## src/design/assert_macros.svh

```systemverilog
// Assertion macros used by the top module of the matrix multiply-accumulate block.
`ifndef ASSERT_MACROS_SVH
`define ASSERT_MACROS_SVH
`ifndef SYNTHESIS
`define DMMA_ASSERT(name, clk, rstn, prop) \
    name: assert property (@(posedge clk) disable iff (!rstn) prop) \
        else $error("assertion failed");
`define DMMA_ASSERT_NEXT(name, clk, rstn, ante, cons) \
    name: assert property (@(posedge clk) disable iff (!rstn) (ante) |=> (cons)) \
        else $error("assertion failed");
`else
`define DMMA_ASSERT(name, clk, rstn, prop)
`define DMMA_ASSERT_NEXT(name, clk, rstn, ante, cons)
`endif
`endif

```

## src/design/dmma_pkg.sv

```systemverilog
// Types, constants and helper functions for the matrix multiply-accumulate block.
`default_nettype none
package dmma_pkg;

    localparam int MAX_N = 8;
    localparam int DEPTH = MAX_N * MAX_N;
    localparam int AW    = $clog2(DEPTH);
    localparam int IW    = $clog2(MAX_N);

    localparam logic [63:0] DEF_NAN  = 64'hFFF8_0000_0000_0000;
    localparam logic [63:0] QNAN_BIT = 64'h0008_0000_0000_0000;

    typedef enum logic [3:0] {
        ST_IDLE, ST_RDC, ST_LDC, ST_RDAB, ST_MUL, ST_MWAIT, ST_ADD, ST_AWAIT, ST_OUT
    } t_state;

    typedef enum logic [3:0] {
        FS_IDLE, FS_MUL, FS_ALIGN, FS_SUM, FS_NORM, FS_DENORM, FS_ROUND, FS_DONE
    } t_fp_state;

    typedef enum logic {
        FP_MUL,
        FP_ADD
    } t_fp_op;

    typedef struct packed {
        logic   go;
        t_fp_op op;
    } t_fp_req;

    // Biased exponent as used in arithmetic: subnormals and zero count as one.
    function automatic logic [10:0] fp_bexp(input logic [63:0] x);
        return (x[62:52] == 11'd0) ? 11'd1 : x[62:52];
    endfunction

    // Significand with the hidden bit made explicit.
    function automatic logic [52:0] fp_mant(input logic [63:0] x);
        return {(x[62:52] != 11'd0), x[51:0]};
    endfunction

    function automatic logic fp_is_nan(input logic [63:0] x);
        return (x[62:52] == 11'h7FF) && (x[51:0] != 52'd0);
    endfunction

    function automatic logic fp_is_inf(input logic [63:0] x);
        return (x[62:52] == 11'h7FF) && (x[51:0] == 52'd0);
    endfunction

    function automatic logic fp_is_zero(input logic [63:0] x);
        return x[62:0] == 63'd0;
    endfunction

endpackage
`default_nettype wire

```

## src/design/dmma_fpu.sv

```systemverilog
// Iterative double-precision unit: multiply or add, rounded to nearest-even.
`default_nettype none
module dmma_fpu (
    input  wire logic             i_clk,
    input  wire logic             i_rst_n,
    input  wire dmma_pkg::t_fp_req i_req,
    input  wire logic [63:0]      i_a,
    input  wire logic [63:0]      i_b,
    output logic                  o_done,
    output logic [63:0]           o_result
);
    import dmma_pkg::*;

    t_fp_state          r_fs, n_fs;
    logic               r_sign, n_sign;
    logic               r_zsign, n_zsign;
    logic               r_sub, n_sub;
    logic signed [13:0] r_exp, n_exp;
    logic [107:0]       r_m, n_m;
    logic [107:0]       r_small, n_small;
    logic [52:0]        r_ma, n_ma;
    logic [10:0]        r_d, n_d;
    logic [5:0]         r_cnt, n_cnt;
    logic [63:0]        r_res, n_res;

    logic        sa, sb, a_big;
    logic [10:0] ea, eb;
    logic [52:0] ma, mb;
    logic [53:0] mul_sum;
    logic [108:0] add_sum;
    logic [52:0] rnd_mant, rnd_out;
    logic        rnd_inc;
    logic [53:0] rnd_sum;
    logic signed [13:0] rnd_exp;

    // State and datapath registers.
    always_ff @(posedge i_clk) begin
        if (!i_rst_n) begin
            r_fs <= FS_IDLE;
        end else begin
            r_fs <= n_fs;
        end
        r_sign  <= n_sign;
        r_zsign <= n_zsign;
        r_sub   <= n_sub;
        r_exp   <= n_exp;
        r_m     <= n_m;
        r_small <= n_small;
        r_ma    <= n_ma;
        r_d     <= n_d;
        r_cnt   <= n_cnt;
        r_res   <= n_res;
    end

    // Sequencer and the shared datapath.
    always_comb begin
        n_fs    = r_fs;
        n_sign  = r_sign;
        n_zsign = r_zsign;
        n_sub   = r_sub;
        n_exp   = r_exp;
        n_m     = r_m;
        n_small = r_small;
        n_ma    = r_ma;
        n_d     = r_d;
        n_cnt   = r_cnt;
        n_res   = r_res;
        o_done  = 1'b0;

        sa = i_a[63];
        sb = i_b[63];
        ea = fp_bexp(i_a);
        eb = fp_bexp(i_b);
        ma = fp_mant(i_a);
        mb = fp_mant(i_b);
        a_big = {ea, ma} >= {eb, mb};

        mul_sum = {1'b0, r_m[105:53]} + (r_m[0] ? {1'b0, r_ma} : 54'd0);
        add_sum = r_sub ? ({1'b0, r_m} - {1'b0, r_small}) : ({1'b0, r_m} + {1'b0, r_small});

        rnd_mant = r_m[107:55];
        rnd_inc  = r_m[54] & ((|r_m[53:0]) | rnd_mant[0]);
        rnd_sum  = {1'b0, rnd_mant} + {53'd0, rnd_inc};
        if (rnd_sum[53]) begin
            rnd_out = rnd_sum[53:1];
            rnd_exp = r_exp + 14'sd1;
        end else begin
            rnd_out = rnd_sum[52:0];
            rnd_exp = r_exp;
        end

        unique case (r_fs)
            FS_IDLE: begin
                if (i_req.go) begin
                    n_fs = FS_DONE;
                    if (fp_is_nan(i_a)) begin
                        n_res = i_a | QNAN_BIT;
                    end else if (fp_is_nan(i_b)) begin
                        n_res = i_b | QNAN_BIT;
                    end else if (i_req.op == FP_MUL) begin
                        if ((fp_is_inf(i_a) && fp_is_zero(i_b)) ||
                            (fp_is_zero(i_a) && fp_is_inf(i_b))) begin
                            n_res = DEF_NAN;
                        end else if (fp_is_inf(i_a) || fp_is_inf(i_b)) begin
                            n_res = {sa ^ sb, 11'h7FF, 52'd0};
                        end else if (fp_is_zero(i_a) || fp_is_zero(i_b)) begin
                            n_res = {sa ^ sb, 63'd0};
                        end else begin
                            n_sign = sa ^ sb;
                            n_ma   = ma;
                            n_m    = {55'd0, mb};
                            n_exp  = 14'(ea) + 14'(eb) - 14'sd1020;
                            n_cnt  = '0;
                            n_fs   = FS_MUL;
                        end
                    end else begin
                        if (fp_is_inf(i_a) && fp_is_inf(i_b) && (sa != sb)) begin
                            n_res = DEF_NAN;
                        end else if (fp_is_inf(i_a)) begin
                            n_res = i_a;
                        end else if (fp_is_inf(i_b)) begin
                            n_res = i_b;
                        end else begin
                            n_sub   = sa ^ sb;
                            n_zsign = sa & sb;
                            if (a_big) begin
                                n_sign  = sa;
                                n_m     = {ma, 55'd0};
                                n_small = {mb, 55'd0};
                                n_exp   = 14'(ea);
                                n_d     = ea - eb;
                            end else begin
                                n_sign  = sb;
                                n_m     = {mb, 55'd0};
                                n_small = {ma, 55'd0};
                                n_exp   = 14'(eb);
                                n_d     = eb - ea;
                            end
                            n_fs = FS_ALIGN;
                        end
                    end
                end
            end
            FS_MUL: begin
                // One multiplier bit per cycle, shift-add.
                n_m   = {2'b00, mul_sum, r_m[52:1]};
                n_cnt = r_cnt + 6'd1;
                if (r_cnt == 6'd52) begin
                    n_fs = FS_NORM;
                end
            end
            FS_ALIGN: begin
                // Shift the smaller operand right, folding lost bits into a sticky bit.
                if (r_d == 11'd0) begin
                    n_fs = FS_SUM;
                end else if (r_d >= 11'd110) begin
                    n_small = {107'd0, |r_small};
                    n_d     = '0;
                end else if (r_d >= 11'd8) begin
                    n_small = {8'd0, r_small[107:9], r_small[8] | (|r_small[7:0])};
                    n_d     = r_d - 11'd8;
                end else begin
                    n_small = {1'b0, r_small[107:2], r_small[1] | r_small[0]};
                    n_d     = r_d - 11'd1;
                end
            end
            FS_SUM: begin
                if (add_sum == 109'd0) begin
                    n_res = {r_zsign, 63'd0};
                    n_fs  = FS_DONE;
                end else if (add_sum[108]) begin
                    n_m   = {add_sum[108:2], add_sum[1] | add_sum[0]};
                    n_exp = r_exp + 14'sd1;
                    n_fs  = FS_NORM;
                end else begin
                    n_m  = add_sum[107:0];
                    n_fs = FS_NORM;
                end
            end
            FS_NORM: begin
                // Left shift until the leading one is on top or the exponent bottoms out.
                if (r_m[107] || (r_exp <= 14'sd1)) begin
                    n_fs = FS_DENORM;
                end else if ((r_exp > 14'sd8) && (r_m[107:100] == 8'd0)) begin
                    n_m   = {r_m[99:0], 8'd0};
                    n_exp = r_exp - 14'sd8;
                end else begin
                    n_m   = {r_m[106:0], 1'b0};
                    n_exp = r_exp - 14'sd1;
                end
            end
            FS_DENORM: begin
                // Right shift into the subnormal range, keeping a sticky bit.
                if (r_exp >= 14'sd1) begin
                    n_fs = FS_ROUND;
                end else if (r_exp < -14'sd120) begin
                    n_m   = {107'd0, |r_m};
                    n_exp = 14'sd1;
                end else if (r_exp <= -14'sd7) begin
                    n_m   = {8'd0, r_m[107:9], r_m[8] | (|r_m[7:0])};
                    n_exp = r_exp + 14'sd8;
                end else begin
                    n_m   = {1'b0, r_m[107:2], r_m[1] | r_m[0]};
                    n_exp = r_exp + 14'sd1;
                end
            end
            FS_ROUND: begin
                if (!rnd_out[52]) begin
                    n_res = {r_sign, 11'd0, rnd_out[51:0]};
                end else if (rnd_exp >= 14'sd2047) begin
                    n_res = {r_sign, 11'h7FF, 52'd0};
                end else begin
                    n_res = {r_sign, rnd_exp[10:0], rnd_out[51:0]};
                end
                n_fs = FS_DONE;
            end
            FS_DONE: begin
                o_done = 1'b1;
                n_fs   = FS_IDLE;
            end
            default: begin
                n_fs = FS_IDLE;
            end
        endcase
    end

    assign o_result = r_res;

endmodule
`default_nettype wire

```

## config.mk

```make
export PLATFORM = sky130hd
export DESIGN_NAME = dmma_fpu
export DESIGN_NICKNAME = d
export VERILOG_FILES = /design/src/design/assert_macros.svh /design/src/design/dmma_pkg.sv /design/src/design/dmma_fpu.sv
export SDC_FILE = /design/constraint.sdc
export NUM_CORES = 2
export LEC_CHECK = 0
export BUFFER_PORTS_ARGS = -buffer_cell sky130_fd_sc_hd__buf_2
export CELL_PAD_IN_SITES_DETAIL_PLACEMENT = 1
export CELL_PAD_IN_SITES_GLOBAL_PLACEMENT = 2
export CORE_AREA = 4 4 248 431
export DETAILED_ROUTE_END_ITERATION = 16
export DIE_AREA = 0 0 252 435
export PLACE_DENSITY_LB_ADDON = 0.2
export SYNTH_ARGS = -nofsm -noshare
export SYNTH_HDL_FRONTEND = slang
export SYNTH_SLANG_ARGS = --single-unit
export TNS_END_PERCENT = 50
```

## constraint.sdc

```tcl
create_clock -name i_clk -period 29.9 [get_ports i_clk]
set_input_delay 5.98 -clock i_clk [delete_from_list [all_inputs] [get_ports i_clk]]
set_output_delay 5.98 -clock i_clk [all_outputs]
set_load 0.05 [all_outputs]
```

Word level (Yosys, flattened, before mapping)
Index checks and enable logic that the tools add are counted.
{"block": "classes", "bitwise": 18, "reduce_logical": 46, "shift": 0, "mul": 0, "add_sub_neg": 15, "muxes": 115, "n_lt_le_gt_ge": 9, "n_eq_ne": 46, "div": 0}
{"op": "$mux W108", "count": 25}
{"op": "$mux W64", "count": 11}
{"op": "$pmux W108 S5", "count": 1}
{"op": "$mux W107", "count": 4}
{"op": "$mux W14", "count": 18}
{"op": "$pmux W108 S2", "count": 1}
{"op": "$reduce_or A108 Y1", "count": 2}
{"op": "$pmux W64 S3", "count": 1}
{"op": "$mux W11", "count": 14}
{"op": "$logic_not A63 Y1", "count": 2}
{"op": "$mux W63", "count": 2}
{"op": "$add A108 B108 Y109", "count": 1}
{"op": "$logic_not A109 Y1", "count": 1}
{"op": "$mux W109", "count": 1}
{"op": "$sub A108 B108 Y109", "count": 1}
{"op": "$mux W53", "count": 2}
{"op": "$logic_not A52 Y1", "count": 2}
{"op": "$reduce_bool A52 Y1", "count": 2}
{"op": "$ge A64 B64 Y1", "count": 1}
{"op": "$pmux W14 S4", "count": 1}
{"op": "$add A53 B1 Y54", "count": 1}
{"op": "$add A53 B53 Y54", "count": 1}
{"op": "$ne A2 B2 Y1 const B", "count": 27}
{"op": "$reduce_or A54 Y1", "count": 1}
{"op": "other kinds (55)", "count": 126}
{"block": "totals", "ramBits": 0, "rom_bits": 0, "memories": 0, "wordCells": 260, "ff_bits": 371, "latch_bits": 0, "inputBits": 132}

Logic depth before layout (Yosys ltp)
{"block": "depth", "ltp_word": 12, "depth_mapped": 32, "ltp_nobuf": 29}

Least setup slack after synthesis
No wires, ideal clock.
{"block": "synth_timing", "kind": "input to register", "start": "in i_a[57]", "end": "reg r_m[0] (enable)", "n_path_buf": 0, "path_stages": 11, "t_arrival_ns": 12.225, "setup_slack_ns": 17.065, "cell_sequence": "nor3_1 and3_1 nand2_1 inv_1 a21oi_1 o21ai_0 inv_1 a21oi_1 a221oi_1 nand2b_1 a21oi_1"}
{"block": "synth_via", "elab_chain_len": 6, "word_cells_on_any_way": 18, "classes_between": "eq/ne (7); reduce/logical (11)"}
{"item": "from (decl)", "line_no": "dmma_fpu.sv:7", "source": "input wire logic [63:0] i_a,"}
{"item": "$eq A11 B11 Y1", "line_no": "dmma_pkg.sv:42, dmma_pkg.sv:46"}
{"item": "$logic_and A1 B1 Y1", "line_no": "dmma_pkg.sv:46", "source": "return (x[62:52] == 11'h7FF) && (x[51:0] == 52'd0);"}
{"item": "$logic_and A1 B1 Y1, on equally long branches", "line_no": "dmma_fpu.sv:117, dmma_fpu.sv:101"}
{"item": "$logic_and A1 B1 Y1 / $logic_or A1 B1 Y1 (equally long branches)", "line_no": "dmma_fpu.sv:117, dmma_fpu.sv:101"}
{"item": "$ne A3 B3 Y1 (no source line)"}
{"item": "$reduce_and A13 Y1 (no source line) *"}
{"item": "to (signal assigned)", "line_no": "dmma_fpu.sv:47", "source": "r_m <= n_m;"}
{"item": "to (decl)", "line_no": "dmma_fpu.sv:19", "source": "logic [107:0] r_m, n_m;"}
Mark *: on every way between the ends. The rest lies on a longest branch, timed or not.
A chain may end at the register's enable or synchronous reset.

Worst setup path in the final report
{"block": "layout_timing", "start": "in i_b[53]", "end": "reg r_m[80], data pin"}
{"block": "layout_via", "elab_chain_len": 12, "word_cells_on_any_way": 13, "classes_between": "order compare (1); mux (10); reduce/logical (2)"}
{"item": "from (decl)", "line_no": "dmma_fpu.sv:8", "source": "input wire logic [63:0] i_b,"}
{"item": "$logic_not A11 Y1", "line_no": "dmma_pkg.sv:33", "source": "return (x[62:52] == 11'd0) ? 11'd1 : x[62:52];"}
{"item": "$mux W11", "line_no": "dmma_pkg.sv:33"}
{"item": "$ge A64 B64 Y1 *", "line_no": "dmma_fpu.sv:76", "source": "a_big = {ea, ma} >= {eb, mb};"}
{"item": "$mux W108 *", "line_no": "dmma_fpu.sv:126", "source": "if (a_big) begin"}
{"item": "$mux W108 *", "line_no": "dmma_fpu.sv:121", "source": "end else if (fp_is_inf(i_b)) begin"}
{"item": "$mux W108 *", "line_no": "dmma_fpu.sv:119", "source": "end else if (fp_is_inf(i_a)) begin"}
{"item": "$mux W108 *", "line_no": "dmma_fpu.sv:117", "source": "if (fp_is_inf(i_a) && fp_is_inf(i_b) && (sa != sb)) begin"}
{"item": "$mux W108 *", "line_no": "dmma_fpu.sv:100", "source": "end else if (i_req.op == FP_MUL) begin"}
{"item": "$mux W108 *", "line_no": "dmma_fpu.sv:98", "source": "end else if (fp_is_nan(i_b)) begin"}
{"item": "$mux W108 *", "line_no": "dmma_fpu.sv:96", "source": "if (fp_is_nan(i_a)) begin"}
{"item": "$mux W108 *", "line_no": "dmma_fpu.sv:94", "source": "if (i_req.go) begin"}
{"item": "$pmux W108 S5 *", "line_no": "dmma_fpu.sv:92", "source": "unique case (r_fs)"}
{"item": "via n_m[80]", "line_no": "dmma_fpu.sv:19"}
Mark *: on every way through the listed nets, which the timed path passes. The rest lies on a longest branch. The select of a mux whose other input is x is not followed.

==> summary.md <==
| Metric | Value |
|---|---|
| Status | `finished with violations` |
| Failing checks | `capacitance limit` |
| Initial Util | `0.406` |
| Cell Area, Synth | `around 0.042 mm^2` |
| Io pins | `197` |
| Gp weighted congestion | `approximately 1.1` |
| Hold endpoint | `r_cnt[0]` |
| First-pass GRT wire length | `roughly 350000 um` |
| Layout area overhead | `8.99%` |
| Syn Inst Count | `between 5000 and 6000` |
| Max_cap viols | `1` |
| # Post-CTS Setup Buffers | `0` |
| GRT Total Usage | `0.444` |
| CTS Buffer Depth | `3` |
| Post-DP HPWL | `between 200000 and 250000 um` |
| Remaining DRCs | `0` |
| Synth top area cells | `edfxtp_1 (26%), a21oi_1 (8.8%), ha_1 (8.2%)` |
| Final WL | `255000 um` |
| ANT nets after route | `0` |
| Clk sinks | `370` |
| Die X | `252 um` |
| Slowest-stage cell, CP | `buf_4` |
| Final hold vios | `0` |
| Final setup viols | `0` |
| Dominant cell type by area after synthesis | `edfxtp_1` |
| Element type at the critical path end | `flip-flop` |
| Fin. max-slew vios | `0` |
| Most common cell after layout, fill and taps aside | `a21oi_1` |
| Post-CTS resize count | `0` |
| H-tree Lvls | `2` |
| Vias per inst | `6.93` |
| Reg clk slew, reported paths | `0.07 ns` |
| Synth warnings | `0` |
| CP startpoint kind | `input pin` |
| CP cell instances | `buf_2, nor4_1, nand2_1, nor4_2, nor2_1, inv_1, ha_1, nor4_1, nand2_1, or4_1, o221ai_4, buf_4, buf_4, o21ai_0, a221oi_1, o21ai_0` |
| EDFF count, synth | `367` |
| Setup CP Type | `in -> reg` |
| Post-synthesis sequential area ratio | `0.264` |
| Largest net degree at the start of global routing | `74` |
| Root buffer cell | `clkbuf_16` |
| Worst slew pin tran | `1.48 ns` |
| Top_reg_cell synth | `edfxtp_1` |
| RR Endpoint | `r_m[7]` |
| Slew margin rel. | `0.00472` |
| Final Cycle Share | `0.384` |
| Skew-Pair Late Insertion Delay | `around 0.65 ns` |
| Setup slack, reg-to-reg | `around 19 ns` |
| Unrepaired setup endpoints after global routing | `no` |
| Critical Path Max Stage Delay | `between 0.8 and 0.9 ns` |
| Seq cells post-synth | `370` |
| GRT overflow | `0` |
| Vias | `47500` |
| CTS tree | `built` |
| Layout cells sized above 1 | `0.0905` |
| Most frequent cells in the layout | `a21oi_1 (731), nand2_1 (661), nor2_1 (523)` |
| Wirelength per Cell | `37.2 um` |
| Final-layout fill cell count | `approximately 13000` |
| R2R cell count | `26` |
| Worst EP arrival | `around 12 ns` |
| Worst Path Required | `30.25 ns` |
| CTS buffer count | `43` |
| Hold_sp | `r_cnt[0]` |
| Die footprint | `0.110 mm^2` |
| Vert. Die Dim | `435 um` |
| Vias in the first global route | `47800` |
| Post-synthesis cell type count | `104` |
| Port Buffers | `196` |
| FP Rows | `156` |
| Crit Path Max Fanout | `between 70 and 80` |
| Syn_nets | `5911` |
| Initial antenna violation count | `16` |
| Tmin final | `11.48 ns` |
| Hold Crit Class | `reg -> reg` |
| Post-synthesis average cell area | `about 7.6 um^2` |
| DR iter-0 viols | `4665` |
| Core footprint | `0.103 mm^2` |
| Ys async rst share | `0` |
| Hold Path Depth | `1` |
| R2r startpoint | `r_small[0]` |
| Max Clk Rate | `0.0871 GHz` |
| Worst Skew | `approximately 0.031 ns` |
| Nets | `5880` |
| Post-cts hold buffer count | `0` |
| Setup TNS | `0 ns` |
| Pre-antenna DRT Iters | `8` |
| Share of the synthesized area in the top cell type | `0.262` |
[per-layer routing]
layer / global-route usage / wire [um] / vias to the layer above
met5: 0 / 66 / -
met4: 0.451 / 34100 / 10
met3: 0.0829 / 19600 / 1187
met2: 0.736 / 118000 / 2710
met1: 0.454 / 83000 / 23300
li1: - / - / 20300
[logic make-up (layout without fill, tap and decap cells)]
logic type / count (synthesis) / count (layout) / synth area share
xor gates and xnor gates: 321 / 321 / 0.0671
AOI/OAI and AO/OA: 1769 / 1769 / 0.257
DFF: 370 / 370 / 0.264
muxes: 245 / 245 / 0.0589
other: 0 / 8 / 0
adders and majority gates: 279 / 279 / 0.0839
buffers and inverters: 577 / 579 / 0.0528
and+or+nand+nor: 1939 / 1939 / 0.217
[critical path, delay by kind of cell]
kind	cells	cell delay, ns
adders and majority gates	1	0.28
buffers and inverters	4	1.89
and+or+nand+nor	7	2.34
AOI/OAI and AO/OA	4	1.21
[final cells by class]
class / instances / area (um^2) / share of cell area
antenna: 8 / 20.0 / 0.000437
clock buffer: 50 / 1100 / 0.0241
clock inverter: 28 / 393 / 0.00858
inverter: 179 / 672 / 0.0147
multi-input combinational: 4553 / 28900 / 0.632
sequential: 370 / 11100 / 0.242
tap: 1343 / 1680 / 0.0367
timing repair buffer: 322 / 1930 / 0.0421
[synthesized netlist by cell type (all sizes together) (19+ instances only)]
| cell | count |
|---|---|
| a211oi | 28 |
| a21o | 93 |
| a21oi | 736 |
| a221oi | 36 |
| a31oi | 93 |
| and2 | 92 |
| and3 | 31 |
| and4 | 20 |
| buf | 79 |
| clkbuf | 319 |
| edfxtp | 367 |
| ha | 274 |
| inv | 178 |
| mux2 | 19 |
| mux2i | 226 |
| nand2 | 663 |
| nand2b | 32 |
| nand3 | 97 |
| nand4 | 120 |
| nor2 | 526 |
| nor2b | 25 |
| nor3 | 115 |
| nor4 | 106 |
| o211ai | 44 |
| o21a | 41 |
| o21ai | 281 |
| o21bai | 38 |
| o221ai | 31 |
| o22ai | 173 |
| or2 | 21 |
| or3 | 38 |
| or4 | 20 |
| xnor2 | 230 |
| xor2 | 91 |
[how the worst max path moves through the flow]
stage,slack [ns],startpoint,cells past startpoint,end
after floorplan,17.06,i_a[57],11,r_m[0]
after CTS,18.58,i_b[53],16,r_m[88]
after global routing,18.14,i_b[53],16,r_m[88]
after detailed placement,17.93,i_b[53],16,r_m[88]
final,18.42,i_b[53],16,r_m[80]
after global placement,18.16,i_b[53],17,r_m[89]
[metrics by stage]
stage               worst slack, ns  cell area (um^2)  hold WS, ns   util  std cells
floorplan                     17.06             42000        0.520      -       5500
global placement              18.16             44300        0.611  0.428       6767
detailed placement            17.93             44300        0.636  0.428       6767
CTS                           18.58             45800        0.646  0.443       6845
global route                  18.14             45800        0.667  0.443       6848
finish                        18.42             45800        0.638  0.443       6853
[state kept, by name, summed over array words and instances (netlist names)]
| register | flops |
|---|---|
| r_cnt | 6 |
| r_small | 108 |
| r_sign | 1 |
| r_ma | 53 |
| r_fs | 3 |
| o_result | 64 |
| r_d | 11 |
| r_exp | 14 |
| r_m | 108 |
| r_sub | 1 |
| r_zsign | 1 |
Power is left out: the tool's default activity adds up to more than one toggle a clock period on the data nets, which glitch-free logic cannot reach.
